===== src/rtl/ats_pkg.sv =====
`timescale 1ns / 1ps

package ats_pkg;

    // fixed field widths
    localparam int TUNE_W    = 4;
    localparam int CFG_IDX_W = 2;
    localparam int CFG_DAT_W = 24;
    localparam int LEN_W     = 24;
    localparam int TGT_W     = 16;
    localparam int OUT_CNT_W = 16;
    localparam int FREQ_W    = 24;
    localparam int S_DATA_W  = 8;
    localparam int M_DATA_W  = 56;

    // parameter defaults
    localparam int NUM_SETTINGS_DEF = 16;
    localparam int COUNT_WIDTH_DEF  = 16;

    // register indexes
    localparam logic [CFG_IDX_W-1:0] CFG_TARGET    = 2'd0;
    localparam logic [CFG_IDX_W-1:0] CFG_TOLERANCE = 2'd1;
    localparam logic [CFG_IDX_W-1:0] CFG_SETTLE    = 2'd2;
    localparam logic [CFG_IDX_W-1:0] CFG_WINDOW    = 2'd3;

    // register reset values
    localparam logic [TGT_W-1:0] TARGET_RST    = 16'd3125;
    localparam logic [TGT_W-1:0] TOLERANCE_RST = 16'd109;
    localparam logic [LEN_W-1:0] SETTLE_RST    = 24'd10000;
    localparam logic [LEN_W-1:0] WINDOW_RST    = 24'd100000;

    // window period scale, count to hertz
    localparam logic [FREQ_W-1:0] FREQ_MUL = 24'd160;

endpackage


===== src/rtl/antenna_tuning_sweep.sv =====
`timescale 1ns / 1ps

// antenna tuning sweep
// a request on the slave stream is either a start (tuser = 1) or one sample
// of the oscillator pin (tuser = 0, level in tdata bit 0). a start sweeps the
// tuning settings 0 .. NUM_SETTINGS-1: per setting, settle_len samples are
// skipped, then rising edges are counted over window_len samples. the setting
// whose count is nearest target_count is kept, lower setting on a tie.
// every request gives exactly one status result on the master stream; tlast
// marks the result of the request that finished the sweep.
// configuration is a separate write port (index, data), always ready; write
// it only while no request is in flight.
// the input register captures a request on the accepting edge; the result
// register takes it when empty or taken. throughput: one request per cycle
// while results are taken, set by the state update and the result register.
// reset (synchronous, active low) clears the pipeline, loads the register
// defaults and leaves the block idle with no best setting recorded.
// when the receiver stalls, the result is held and the input stage keeps
// taking one more request; after that o_s_tready drops until the result moves.
module antenna_tuning_sweep
    import ats_pkg::*;
#(
    parameter int NUM_SETTINGS = NUM_SETTINGS_DEF,
    parameter int COUNT_WIDTH  = COUNT_WIDTH_DEF
) (
    input  logic                 i_clk,
    input  logic                 i_rst_n,
    // request stream
    input  logic                 i_s_tvalid,
    output logic                 o_s_tready,
    input  logic [S_DATA_W-1:0]  i_s_tdata,   // [0] pin_level, rest zero
    input  logic [0:0]           i_s_tuser,   // [0] req_type
    // result stream
    output logic                 o_m_tvalid,
    input  logic                 i_m_tready,
    // [3:0] tune_select, [4] display_on, [8:5] best_tune, [24:9] best_hits,
    // [48:25] freq_estimate, [49] within_tolerance, [50] busy_res, rest zero
    output logic [M_DATA_W-1:0]  o_m_tdata,
    output logic                 o_m_tlast,   // sweep_done
    // configuration writes
    input  logic                 i_cfg_valid,
    output logic                 o_cfg_ready,
    input  logic [CFG_IDX_W-1:0] i_cfg_index,
    input  logic [CFG_DAT_W-1:0] i_cfg_data
);

    // difference is one bit wider than the wider of count and target
    localparam int DIFF_W = ((COUNT_WIDTH > TGT_W) ? COUNT_WIDTH : TGT_W) + 1;
    localparam logic [TUNE_W-1:0] LAST_TUNE = TUNE_W'(NUM_SETTINGS - 1);

    typedef enum logic [1:0] {
        PH_IDLE,
        PH_SETTLE,
        PH_COUNT
    } t_phase;

    // configuration registers
    logic [TGT_W-1:0] r_target;
    logic [TGT_W-1:0] r_tolerance;
    logic [LEN_W-1:0] r_settle;
    logic [LEN_W-1:0] r_window;

    // input stage
    logic r_in_valid;
    logic r_req;
    logic r_pin;

    // sweep state
    t_phase             r_phase,     n_phase;
    logic [TUNE_W-1:0]  r_tune,      n_tune;
    logic [LEN_W-1:0]   r_count,     n_count;
    logic [COUNT_WIDTH-1:0] r_edges, n_edges;
    logic               r_prev,      n_prev;
    logic [DIFF_W-1:0]  r_best_diff, n_best_diff;
    logic [TUNE_W-1:0]  r_best_set,  n_best_set;
    logic [COUNT_WIDTH-1:0] r_best_edges, n_best_edges;

    // result register
    logic                r_out_valid;
    logic [M_DATA_W-1:0] r_out_data;
    logic                r_out_last;

    logic                   advance;
    logic                   fin;
    logic                   done;
    logic [COUNT_WIDTH-1:0] fin_edges;
    logic [COUNT_WIDTH-1:0] edge_inc;
    logic [LEN_W-1:0]       cnt_inc;
    logic [DIFF_W-1:0]      fin_ext;
    logic [DIFF_W-1:0]      tgt_ext;
    logic [DIFF_W-1:0]      diff;
    logic [FREQ_W-1:0]      edges24;
    logic [M_DATA_W-1:0]    n_out_data;

    // the result register moves when empty or taken; the input stage follows
    assign advance     = !r_out_valid || i_m_tready;
    assign o_s_tready  = !r_in_valid || advance;
    assign o_cfg_ready = 1'b1;

    assign o_m_tvalid = r_out_valid;
    assign o_m_tdata  = r_out_data;
    assign o_m_tlast  = r_out_last;

    // rising edge, saturating count
    assign edge_inc = (r_pin && !r_prev && !(&r_edges)) ? r_edges + 1'b1 : r_edges;
    assign cnt_inc  = r_count + 1'b1;

    // absolute distance of the finished window to the target
    assign fin_ext = DIFF_W'(fin_edges);
    assign tgt_ext = DIFF_W'(r_target);
    assign diff    = (fin_ext >= tgt_ext) ? fin_ext - tgt_ext : tgt_ext - fin_ext;

    always_comb begin
        n_phase      = r_phase;
        n_tune       = r_tune;
        n_count      = r_count;
        n_edges      = r_edges;
        n_prev       = r_prev;
        n_best_diff  = r_best_diff;
        n_best_set   = r_best_set;
        n_best_edges = r_best_edges;
        fin          = 1'b0;
        fin_edges    = edge_inc;
        done         = 1'b0;

        if (r_in_valid && advance) begin
            if (r_req) begin
                // start, or restart of a running sweep
                n_tune       = '0;
                n_count      = '0;
                n_edges      = '0;
                n_prev       = 1'b0;
                n_best_diff  = '1;
                n_best_set   = '0;
                n_best_edges = '0;
                n_phase      = PH_SETTLE;
            end else begin
                case (r_phase)
                    PH_SETTLE: begin
                        if (r_count < r_settle) begin
                            n_count = cnt_inc;
                        end else begin
                            // first window sample only sets the reference level
                            n_prev  = r_pin;
                            n_edges = '0;
                            n_count = LEN_W'(1);
                            n_phase = PH_COUNT;
                            if (r_window <= LEN_W'(1)) begin
                                fin       = 1'b1;
                                fin_edges = '0;
                            end
                        end
                    end
                    PH_COUNT: begin
                        n_edges = edge_inc;
                        n_prev  = r_pin;
                        n_count = cnt_inc;
                        if (cnt_inc >= r_window || cnt_inc == '0) begin
                            fin = 1'b1;
                        end
                    end
                    default: begin
                        n_phase = PH_IDLE;
                    end
                endcase
            end

            if (fin) begin
                // strictly smaller wins, so a tie keeps the lower setting
                if (diff < r_best_diff) begin
                    n_best_diff  = diff;
                    n_best_set   = r_tune;
                    n_best_edges = fin_edges;
                end
                if (r_tune >= LAST_TUNE) begin
                    n_phase = PH_IDLE;
                    done    = 1'b1;
                end else begin
                    n_tune  = r_tune + 1'b1;
                    n_count = '0;
                    n_phase = PH_SETTLE;
                end
            end
        end
    end

    // status fields from the state after this request
    assign edges24 = FREQ_W'(n_best_edges);

    always_comb begin
        n_out_data        = '0;
        n_out_data[3:0]   = (n_phase == PH_IDLE) ? n_best_set : n_tune;
        n_out_data[4]     = (n_phase != PH_IDLE);
        n_out_data[8:5]   = n_best_set;
        n_out_data[24:9]  = OUT_CNT_W'(n_best_edges);
        n_out_data[48:25] = FREQ_W'(edges24 * FREQ_MUL);
        n_out_data[49]    = (n_best_diff <= DIFF_W'(r_tolerance));
        n_out_data[50]    = (n_phase != PH_IDLE);
    end

    always_ff @(posedge i_clk) begin
        if (!i_rst_n) begin
            r_target     <= TARGET_RST;
            r_tolerance  <= TOLERANCE_RST;
            r_settle     <= SETTLE_RST;
            r_window     <= WINDOW_RST;
            r_in_valid   <= 1'b0;
            r_phase      <= PH_IDLE;
            r_tune       <= '0;
            r_count      <= '0;
            r_edges      <= '0;
            r_prev       <= 1'b0;
            r_best_diff  <= '1;
            r_best_set   <= '0;
            r_best_edges <= '0;
            r_out_valid  <= 1'b0;
        end else begin
            if (i_cfg_valid && o_cfg_ready) begin
                case (i_cfg_index)
                    CFG_TARGET:    r_target    <= i_cfg_data[TGT_W-1:0];
                    CFG_TOLERANCE: r_tolerance <= i_cfg_data[TGT_W-1:0];
                    CFG_SETTLE:    r_settle    <= i_cfg_data[LEN_W-1:0];
                    CFG_WINDOW:    r_window    <= i_cfg_data[LEN_W-1:0];
                    default: ;
                endcase
            end

            if (o_s_tready) begin
                r_in_valid <= i_s_tvalid;
            end

            r_phase      <= n_phase;
            r_tune       <= n_tune;
            r_count      <= n_count;
            r_edges      <= n_edges;
            r_prev       <= n_prev;
            r_best_diff  <= n_best_diff;
            r_best_set   <= n_best_set;
            r_best_edges <= n_best_edges;

            if (advance) begin
                r_out_valid <= r_in_valid;
            end
        end
    end

    // payload registers, no reset
    always_ff @(posedge i_clk) begin
        if (o_s_tready && i_s_tvalid) begin
            r_req <= i_s_tuser[0];
            r_pin <= i_s_tdata[0];
        end
        if (advance && r_in_valid) begin
            r_out_data <= n_out_data;
            r_out_last <= done;
        end
    end

    // setting index stays inside the swept range
    a_tune_range: assert property (@(posedge i_clk) disable iff (!i_rst_n)
        r_tune <= LAST_TUNE)
        else $error("tuning index beyond last setting");

    // a processed start leaves the block settling with the best values cleared
    a_start_clears: assert property (@(posedge i_clk) disable iff (!i_rst_n)
        (r_in_valid && advance && r_req) |=>
            (r_phase == PH_SETTLE && (&r_best_diff) && r_tune == '0))
        else $error("start request did not restart the sweep");

    // the finishing result reports the block as no longer busy
    a_done_idle: assert property (@(posedge i_clk) disable iff (!i_rst_n)
        (r_out_valid && r_out_last) |-> (!r_out_data[50] && !r_out_data[4]))
        else $error("sweep done while still busy");

    // a stalled input stage never takes another request
    a_in_stall: assert property (@(posedge i_clk) disable iff (!i_rst_n)
        (r_in_valid && !advance) |-> !o_s_tready)
        else $error("request taken over a held input stage");

endmodule

===== config.mk =====
export PLATFORM = sky130hd
export DESIGN_NAME = antenna_tuning_sweep
export DESIGN_NICKNAME = d
export VERILOG_FILES = /design/src/rtl/ats_pkg.sv /design/src/rtl/antenna_tuning_sweep.sv
export SDC_FILE = /design/constraint.sdc
export NUM_CORES = 1
export LEC_CHECK = 0
export BUFFER_PORTS_ARGS = -buffer_cell sky130_fd_sc_hd__buf_2
export CAP_MARGIN = 10
export CORE_UTILIZATION = 30
export CTS_CLUSTER_SIZE = 40
export DETAILED_ROUTE_END_ITERATION = 10
export GPL_ROUTABILITY_DRIVEN = 0
export HOLD_SLACK_MARGIN = 0.05
export PLACE_DENSITY = 0.42
export SLEW_MARGIN = 20
export SYNTH_ARGS = -nofsm -noshare
export SYNTH_HDL_FRONTEND = slang
export SYNTH_SLANG_ARGS = --single-unit

===== constraint.sdc =====
create_clock -name i_clk -period 14.1 [get_ports i_clk]
set_input_delay 2.82 -clock i_clk [delete_from_list [all_inputs] [get_ports i_clk]]
set_output_delay 2.82 -clock i_clk [all_outputs]
set_load 0.02 [all_outputs]

==> impl_metrics.tcl, run 1 <==
set metrics [dict create \
    area_growth_pct 13.1 \
    synth_top_area_cell "dfxtp_1" \
    ant_nets 0 \
    setup_viol 0 \
    ctsLongestPathBuffers 3 \
    cp_common_cell "ha_1" \
    layout_commonest_cell "nand2_1" \
    tns_ps 0 \
    clock_sinks 212 \
    numPortBuffers 81 \
    drv_slew 0 \
    synthFlopType "dfxtp_1" \
    track_usage 0.178 \
    ys_async_sr_fraction 0 \
    drive_gt1_frac 0.102 \
    ir_worst_vdd_mv 0.0799 \
    die_h_um 215 \
    grt_max_degree 88 \
    holdBufCountCts 0 \
    max_cap_violations 0 \
    grt_pass1_wl_um 65000 \
    rsz0062_at_grt "no" \
    tritoncts "done" \
    cp.arrival_ps 12620 \
    ys_warn_count 0 \
    yosysSeqAreaShare 0.346 \
    synth.top_cell.area_share 0.244 \
    rr_endpoint "o_m_tdata[48]$_DFFE_PP_" \
    syn_inst 1639 \
    clk_pin_slew_worst_paths_ps 60 \
    min_to "r_tolerance[8]$_SDFFE_PN0P_" \
    post-route-period-util 0.872 \
    avgSynthCellArea_um2 8.30 \
    synth_cell_types 78 \
    required_ps 14410 \
    reg2reg_setup_slack_ps 2480 \
    reg2reg_from "r_count[1]$_SDFFE_PN0P_" \
    antenna_found_initial 0 \
    whs_ps 451 \
    worstHoldStart "r_tolerance[8]$_SDFFE_PN0P_" \
    fmax_mhz 81.3 \
    dp_hpwl_um 30600 \
    routed_via_density 5.09 \
    synth.area.top_cells "dfxtp_1, ha_1, edfxtp_1" \
    pwr_density_cell_nw_per_um2 96.3 \
    whs_path_depth 2 \
    outcome "complete, no violations" \
    htreeDepth 1 \
    design.die.area_um2 46200 \
    grt-ovfl-total 0 \
    clock-root-buffer "clkbuf_16" \
    postCtsSetupBuffers 0 \
    io-pin-count 100 \
    worstSetupStartpointType "primary input" \
    power_mw 1.48 \
    switchingPower_mw 0.376 \
    cts_made_buffers 27 \
    antenna-diode-count 0 \
    first_pass_iters 5 \
    final_cell_mix "nand2_1, dfxtp_1, inv_1, ha_1, a21oi_1" \
    p_int_mw 1.11 \
    coreArea_um2 44500 \
    skew_ps 15.3 \
    routed_wl_um 41500 \
    seq_area_um2 4700 \
    num_rows 77 \
    start_util 0.306 \
    pwr-share-seq 0.434 \
    worst_pin_slew_ps 990 \
    crit_fanout 16 \
    worst_setup_path_end_kind "register" \
    cts_resized 0 \
    fillCellCount 4719 \
    hp-class "register to register" \
    sw_frac_of_total 0.254 \
    die_x_um 215 \
    power_frac_comb 0.086 \
    max_stage_delay_ps 720 \
    crit_slowest_cell "a311oi_1" \
    synth_edf_count 46 \
    clock_latency_ps 560 \
    power_frac_clock 0.480 \
    synth-seq-cells 212 \
    r2r.worst_path.cells 36 \
    grt_pass1_vias 11000 \
    wire_per_inst_um 18.1 \
    multi_input_area_um2 7930 \
    syn_area_um2 13600 \
    first_iter_violations 737 \
    hold_viol_final 0 \
    crit_type "primary input to register" \
    period_minus_slack_ps 12300 \
    layout.nets 1866 \
    slew_headroom 0.340 \
    vias 11600 \
    route.detailed.drc 0 \
    p_leak_nw 6.42 \
]
## cell families (layout without fill, tap and decap cells)
kind of cell	count (synthesis)	after routing	share of synthesized area
fa+ha+maj	149	149	0.139
simple gates	515	515	0.182
other cells	2	11	0.000552
flops	212	212	0.346
buf+inv	256	304	0.0767
mux	12	12	0.00929
compound gates	429	429	0.206
xor+xnor	64	64	0.0412
## worst max-delay path, delay by kind of cell
family	cells	cell delay, ps
buf+inv	3	510
fa+ha+maj	4	1320
mux	1	170
simple gates	6	1880
compound gates	20	5880
## worst max path at each step
stage / startpoint / endpoint / slack, ps
2_1_floorplan: i_m_tready / o_m_tdata[48]$_DFFE_PP_ / 2810
3_3_place_gp: i_m_tready / o_m_tdata[48]$_DFFE_PP_ / 1450
3_5_place_dp: i_m_tready / o_m_tdata[48]$_DFFE_PP_ / 1380
4_1_cts: i_m_tready / o_m_tdata[48]$_DFFE_PP_ / 1950
5_1_grt: i_m_tready / o_m_tdata[48]$_DFFE_PP_ / 1170
6_report: i_m_tready / o_m_tdata[48]$_DFFE_PP_ / 1800
## through the flow
stage / util / setup slack, ps / instance area (µm²) / instances
final: 0.346 / 1800 / 15400 / 2288
after global routing: 0.346 / 1170 / 15400 / 2288
after CTS: 0.346 / 1950 / 15400 / 2288
after detailed placement: 0.325 / 1380 / 14500 / 2240
after global placement: 0.325 / 1450 / 14500 / 2240
after floorplan: - / 2810 / 13600 / 1648
## per-layer routing
metal / GRT usage / routed length, µm
met2: 0.259 / 17000
met3: 0.0245 / 1940
met4: 0.0414 / 800
met1: 0.272 / 21700
met5: 0 / 0
## power by group through the flow
stage          clock network (mW)  logic [mW]  registers (mW)
3_3_place_gp                    0       0.127           0.657
5_1_grt                     0.757       0.142           0.645
3_5_place_dp                    0       0.128           0.657
6_report                    0.711       0.127           0.644
4_1_cts                     0.731       0.128           0.644
2_1_floorplan                   0      0.0778           0.662
## cell type report
type / count / area share
multi-input combinational: 1180 / 0.515
sequential: 212 / 0.306
clock buffer: 40 / 0.0503
tap: 592 / 0.0481
inverter: 159 / 0.0389
timing repair buffer: 97 / 0.0341
clock inverter: 8 / 0.00780
## synthesized netlist by cell type (10+ instances only)
master	instances
nor3_1	32
buf_4	18
o2bb2ai_1	15
o211ai_1	51
edfxtp_1	46
nand4_1	23
a311oi_1	11
dfxtp_1	166
o21ai_0	75
o21a_1	15
nor2_1	93
buf_2	12
nand3_1	46
nor2b_1	11
a21oi_1	143
a31oi_1	10
inv_1	157
nor4_1	12
and3_1	21
nand2_1	200
xor2_1	25
and2_1	29
xnor2_1	39
or3_1	10
a21o_1	25
clkbuf_1	66
ha_1	146
## state kept, by name, summed over array words and instances, names as in the netlist
signal        cells
r_best_diff      17
o_m_tvalid        1
r_prev            1
r_tune            4
r_phase           2
r_tolerance      16
r_settle         24
r_target         16
r_edges          16
r_best_edges     16
r_in_valid        1
r_req             1
r_window         24
o_m_tlast         1
r_pin             1
o_m_tdata        43
r_count          24
r_best_set        4
No activity file was read; power rests on OpenSTA's default activity.
==> run 2: changes to the inputs <==
Settings changed: REMOVE_ABC_BUFFERS from default to 1.
==> impl_metrics.tcl, run 2 (same netlist as run 1, synthesis figures left out) <==
set metrics [dict create \
    dp_worst_setup_slack_ps 1330 \
    fillCellCount 4731 \
    crit_type "primary input to register" \
    fmax_mhz 82.5 \
    pwr_density_cell_nw_per_um2 95.9 \
    sw_frac_of_total 0.266 \
    setup_viol 0 \
    routed_wl_um 40600 \
    area_growth_pct 13.0 \
    postCtsSetupBuffers 0 \
    pwr-share-seq 0.435 \
    hp-class "register to register" \
    tritoncts "done" \
    crit_fanout 16 \
    clock_sinks 212 \
    start_util 0.306 \
    p_int_mw 1.08 \
    crit_slowest_cell "nand3_1" \
    grt_pass1_vias 11000 \
    power_frac_clock 0.477 \
    max_cap_violations 0 \
    cp.arrival_ps 12460 \
    slew_headroom 0.348 \
    numPortBuffers 81 \
    period_minus_slack_ps 12130 \
    rsz0062_at_grt "no" \
    coreArea_um2 44500 \
    clk_pin_slew_worst_paths_ps 60 \
    required_ps 14430 \
    ctsLongestPathBuffers 3 \
    antenna_found_initial 0 \
    num_rows 77 \
    post-route-period-util 0.860 \
    holdBufCountCts 0 \
    hold_viol_final 0 \
    die_x_um 215 \
    cts_resized 0 \
    design.die.area_um2 46200 \
    grt-ovfl-total 0 \
    layout.nets 1867 \
    io-pin-count 100 \
    placedCellCount 2241 \
    dp_hpwl_um 29700 \
    clock_latency_ps 580 \
    grt_max_degree 59 \
    worstSetupStartpointType "primary input" \
    drive_gt1_frac 0.102 \
    whs_ps 456 \
    antenna-diode-count 0 \
    first_pass_iters 5 \
    layout_commonest_cell "nand2_1" \
    routed_via_density 5.08 \
    clock-root-buffer "clkbuf_16" \
    p_leak_nw 6.41 \
    outcome "complete, no violations" \
    route.detailed.drc 0 \
    switchingPower_mw 0.392 \
    cp_common_cell "ha_1" \
    multi_input_area_um2 7920 \
    wire_per_inst_um 17.7 \
    worst_setup_path_end_kind "register" \
    largest_reg_flops 43 \
    vias 11600 \
    first_iter_violations 510 \
    grt_pass1_wl_um 63300 \
    ant_nets 0 \
    skew_ps 36.3 \
    instances_no_fill 2290 \
    drv_slew 0 \
    seq_area_um2 4700 \
    die_h_um 215 \
    setup_slack_ps 1970 \
    final_cell_mix "nand2_1, dfxtp_1, inv_1, ha_1, a21oi_1" \
    track_usage 0.173 \
    tns_ps 0 \
    ir_worst_vdd_mv 0.0730 \
    cts_made_buffers 27 \
    htreeDepth 1 \
    power_frac_comb 0.088 \
    max_stage_delay_ps 650 \
    worst_pin_slew_ps 979 \
]
## run 2: cell count changes in the layout (fill, tap and decap cells not counted), moves of 2 or more
cell | previous run | this run
clkinv_2 | 4 | 6
clkinv_1 | 1 | 4
o21ai_1 | 4 | 2
clkbuf_1 | 8 | 5
## run 2: metrics by stage
stage	power [mW]	utilization	cell area, µm²
final	1.48	0.346	15400
after global placement	0.785	0.326	14500
after CTS	1.50	0.345	15400
after global routing	1.54	0.346	15400
after floorplan	0.732	-	13200
after detailed placement	0.785	0.326	14500
## run 2: cell type report
class                   instances  area share
multi-input cells            1180       0.515
clock buffers                  36      0.0487
flip-flops and latches        212       0.306
clock inverters                13     0.00862
repair buffers                 98      0.0347
inverters                     159      0.0389
well taps                     592      0.0482
## run 2: critical path, delay by kind of cell
kind / cells / cell delay (ps)
buf+inv: 3 / 590
fa+ha+maj: 4 / 1460
compound gates: 19 / 5380
simple gates: 8 / 2180
## run 2: per-layer routing
layer,track usage,wire length [µm],vias up
li1,-,-,5843
met1,0.260,21200,5545
met2,0.264,17200,208
met3,0.0191,1430,40
met4,0.0400,798,0
met5,0,0,-
## run 2: worst paths after layout
path,slack [ps],cells after the start,to,start
setup / recovery,1970,34,o_m_tdata[48]$_DFFE_PP_,i_m_tready
hold / removal,460,2,r_prev$_SDFFE_PN0P_,r_prev$_SDFFE_PN0P_
setup reg to reg,2520,36,o_m_tdata[48]$_DFFE_PP_,r_count[21]$_SDFFE_PN0P_
hold reg to reg,460,2,r_prev$_SDFFE_PN0P_,r_prev$_SDFFE_PN0P_
## run 2: power groups by stage
stage / logic (mW) / registers (mW) / clock network, mW
6_report: 0.129 / 0.642 / 0.704
5_1_grt: 0.144 / 0.644 / 0.749
4_1_cts: 0.130 / 0.643 / 0.727
3_5_place_dp: 0.130 / 0.656 / 0
3_3_place_gp: 0.129 / 0.656 / 0
2_1_floorplan: 0.0698 / 0.662 / 0
==> run 3: changes to the inputs <==
Settings changed: CORE_MARGIN from default to 2.
==> impl_metrics.tcl, run 3 (same netlist as run 1, synthesis figures left out) <==
set metrics [dict create \
    first_pass_iters 5 \
    io-pin-count 100 \
    placedCellCount 2249 \
    pwr_density_cell_nw_per_um2 101 \
    die_h_um 217 \
    period_minus_slack_ps 12080 \
    cp.arrival_ps 12420 \
    layout.nets 1868 \
    instances_no_fill 2301 \
    track_usage 0.172 \
    numPortBuffers 81 \
    p_leak_nw 6.49 \
    final_util 0.345 \
    clock_latency_ps 590 \
    vias 11600 \
    p_int_mw 1.17 \
    sw_frac_of_total 0.252 \
    hp-class "register to register" \
    holdBufCountCts 0 \
    grt_max_degree 95 \
    layout_commonest_cell "nand2_1" \
    outcome "complete, no violations" \
    num_rows 78 \
    skew_ps 35.9 \
    largest_reg_flops 43 \
    post-route-period-util 0.857 \
    start_util 0.302 \
    design.die.area_um2 47100 \
    crit_type "primary input to register" \
    max_cap_violations 0 \
    cp_common_cell "ha_1" \
    routed_wl_um 40800 \
    antenna-diode-count 0 \
    power_frac_comb 0.082 \
    cp_top_family "compound AO/OA/AOI/OAI gates" \
    wire_per_inst_um 17.7 \
    clk_pin_slew_worst_paths_ps 60 \
    worst_setup_path_end_kind "register" \
    setup_viol 0 \
    pwr-share-seq 0.412 \
    required_ps 14440 \
    route.detailed.drc 0 \
    crit_slowest_cell "a311oi_1" \
    rsz0062_at_grt "no" \
    fmax_mhz 82.8 \
    slew_headroom 0.302 \
    max_stage_delay_ps 640 \
    power_frac_clock 0.506 \
    grt_pass1_wl_um 63700 \
    ir_worst_vdd_mv 0.0817 \
    tritoncts "done" \
    drv_slew 0 \
    final_cell_mix "nand2_1, dfxtp_1, inv_1, ha_1, a21oi_1" \
    switchingPower_mw 0.394 \
    area_growth_pct 14.2 \
    whs_ps 454 \
    ctsLongestPathBuffers 3 \
    coreArea_um2 45100 \
    cts_made_buffers 28 \
    worst_pin_slew_ps 1040 \
    postCtsSetupBuffers 0 \
    fillCellCount 4791 \
    tns_ps 0 \
    hold_viol_final 0 \
    crit_fanout 16 \
    grt-ovfl-total 0 \
    ant_nets 0 \
    clock_sinks 212 \
    worstSetupStartpointType "primary input" \
    drive_gt1_frac 0.104 \
    dp_hpwl_um 29900 \
    crit_buf_inv 4 \
    cts_resized 0 \
    die_x_um 217 \
    routed_via_density 5.02 \
    clock-root-buffer "clkbuf_16" \
    first_iter_violations 572 \
    grt_pass1_vias 11200 \
    htreeDepth 1 \
    antenna_found_initial 0 \
]
## run 3: cell types whose count changed in the layout (fill, tap and decap cells not counted), sizes merged
cell	before	now
inv	158	157
bufinv	2	6
clkinv	11	14
clkbuf	36	34
clkinvlp	1	0
## run 3: layout make-up
type	instances	area, µm²	area share
Timing Repair Buffer	98	537	0.0346
Clock buffer	34	763	0.0491
Clock inverter	18	260	0.0168
Sequential cell	212	4700	0.303
Tap cell	600	751	0.0483
Multi-Input combinational cell	1180	7920	0.510
Inverter	159	598	0.0385
## run 3: tightest hold or removal path, cell delays in order (launching register included)
cell and delay (ps):
dfxtp_1 310, nand2_1 50, a21oi_1 50
## run 3: worst paths after layout
kind                                      from                           end  slack, ps  depth (start not counted)
setup / recovery                    i_m_tready       o_m_tdata[48]$_DFFE_PP_       2020                         35
hold reg to reg   r_tolerance[15]$_SDFFE_PN0P_  r_tolerance[15]$_SDFFE_PN0P_        450                          2
hold / removal    r_tolerance[15]$_SDFFE_PN0P_  r_tolerance[15]$_SDFFE_PN0P_        450                          2
setup reg to reg       r_count[4]$_SDFFE_PN0P_       o_m_tdata[48]$_DFFE_PP_       2600                         37
## run 3: metal layers
| layer | routed length [µm] | global-route usage | up-vias | share of wire |
|---|---|---|---|---|
| li1 | - | - | 5845 | - |
| met1 | 20800 | 0.250 | 5466 | 0.51 |
| met2 | 17600 | 0.269 | 205 | 0.43 |
| met3 | 1570 | 0.0240 | 37 | 0.039 |
| met4 | 826 | 0.0370 | 0 | 0.020 |
| met5 | 0 | 0 | - | 0 |
## run 3: per-stage QoR
step | area, µm² | total power, mW | worst slack [ps]
after CTS | 15500 | 1.58 | 1900
after global routing | 15500 | 1.62 | 1020
after global placement | 14500 | 0.785 | 1410
after floorplan | 13200 | 0.732 | 2090
final | 15500 | 1.56 | 2020
after detailed placement | 14500 | 0.785 | 1350
## run 3: power by group through the flow
stage / clock, mW / combinational [mW] / sequential [mW]
final: 0.790 / 0.129 / 0.643
after global routing: 0.833 / 0.144 / 0.645
after CTS: 0.810 / 0.130 / 0.643
after detailed placement: 0 / 0.129 / 0.656
after global placement: 0 / 0.129 / 0.656
after floorplan: 0 / 0.0698 / 0.662
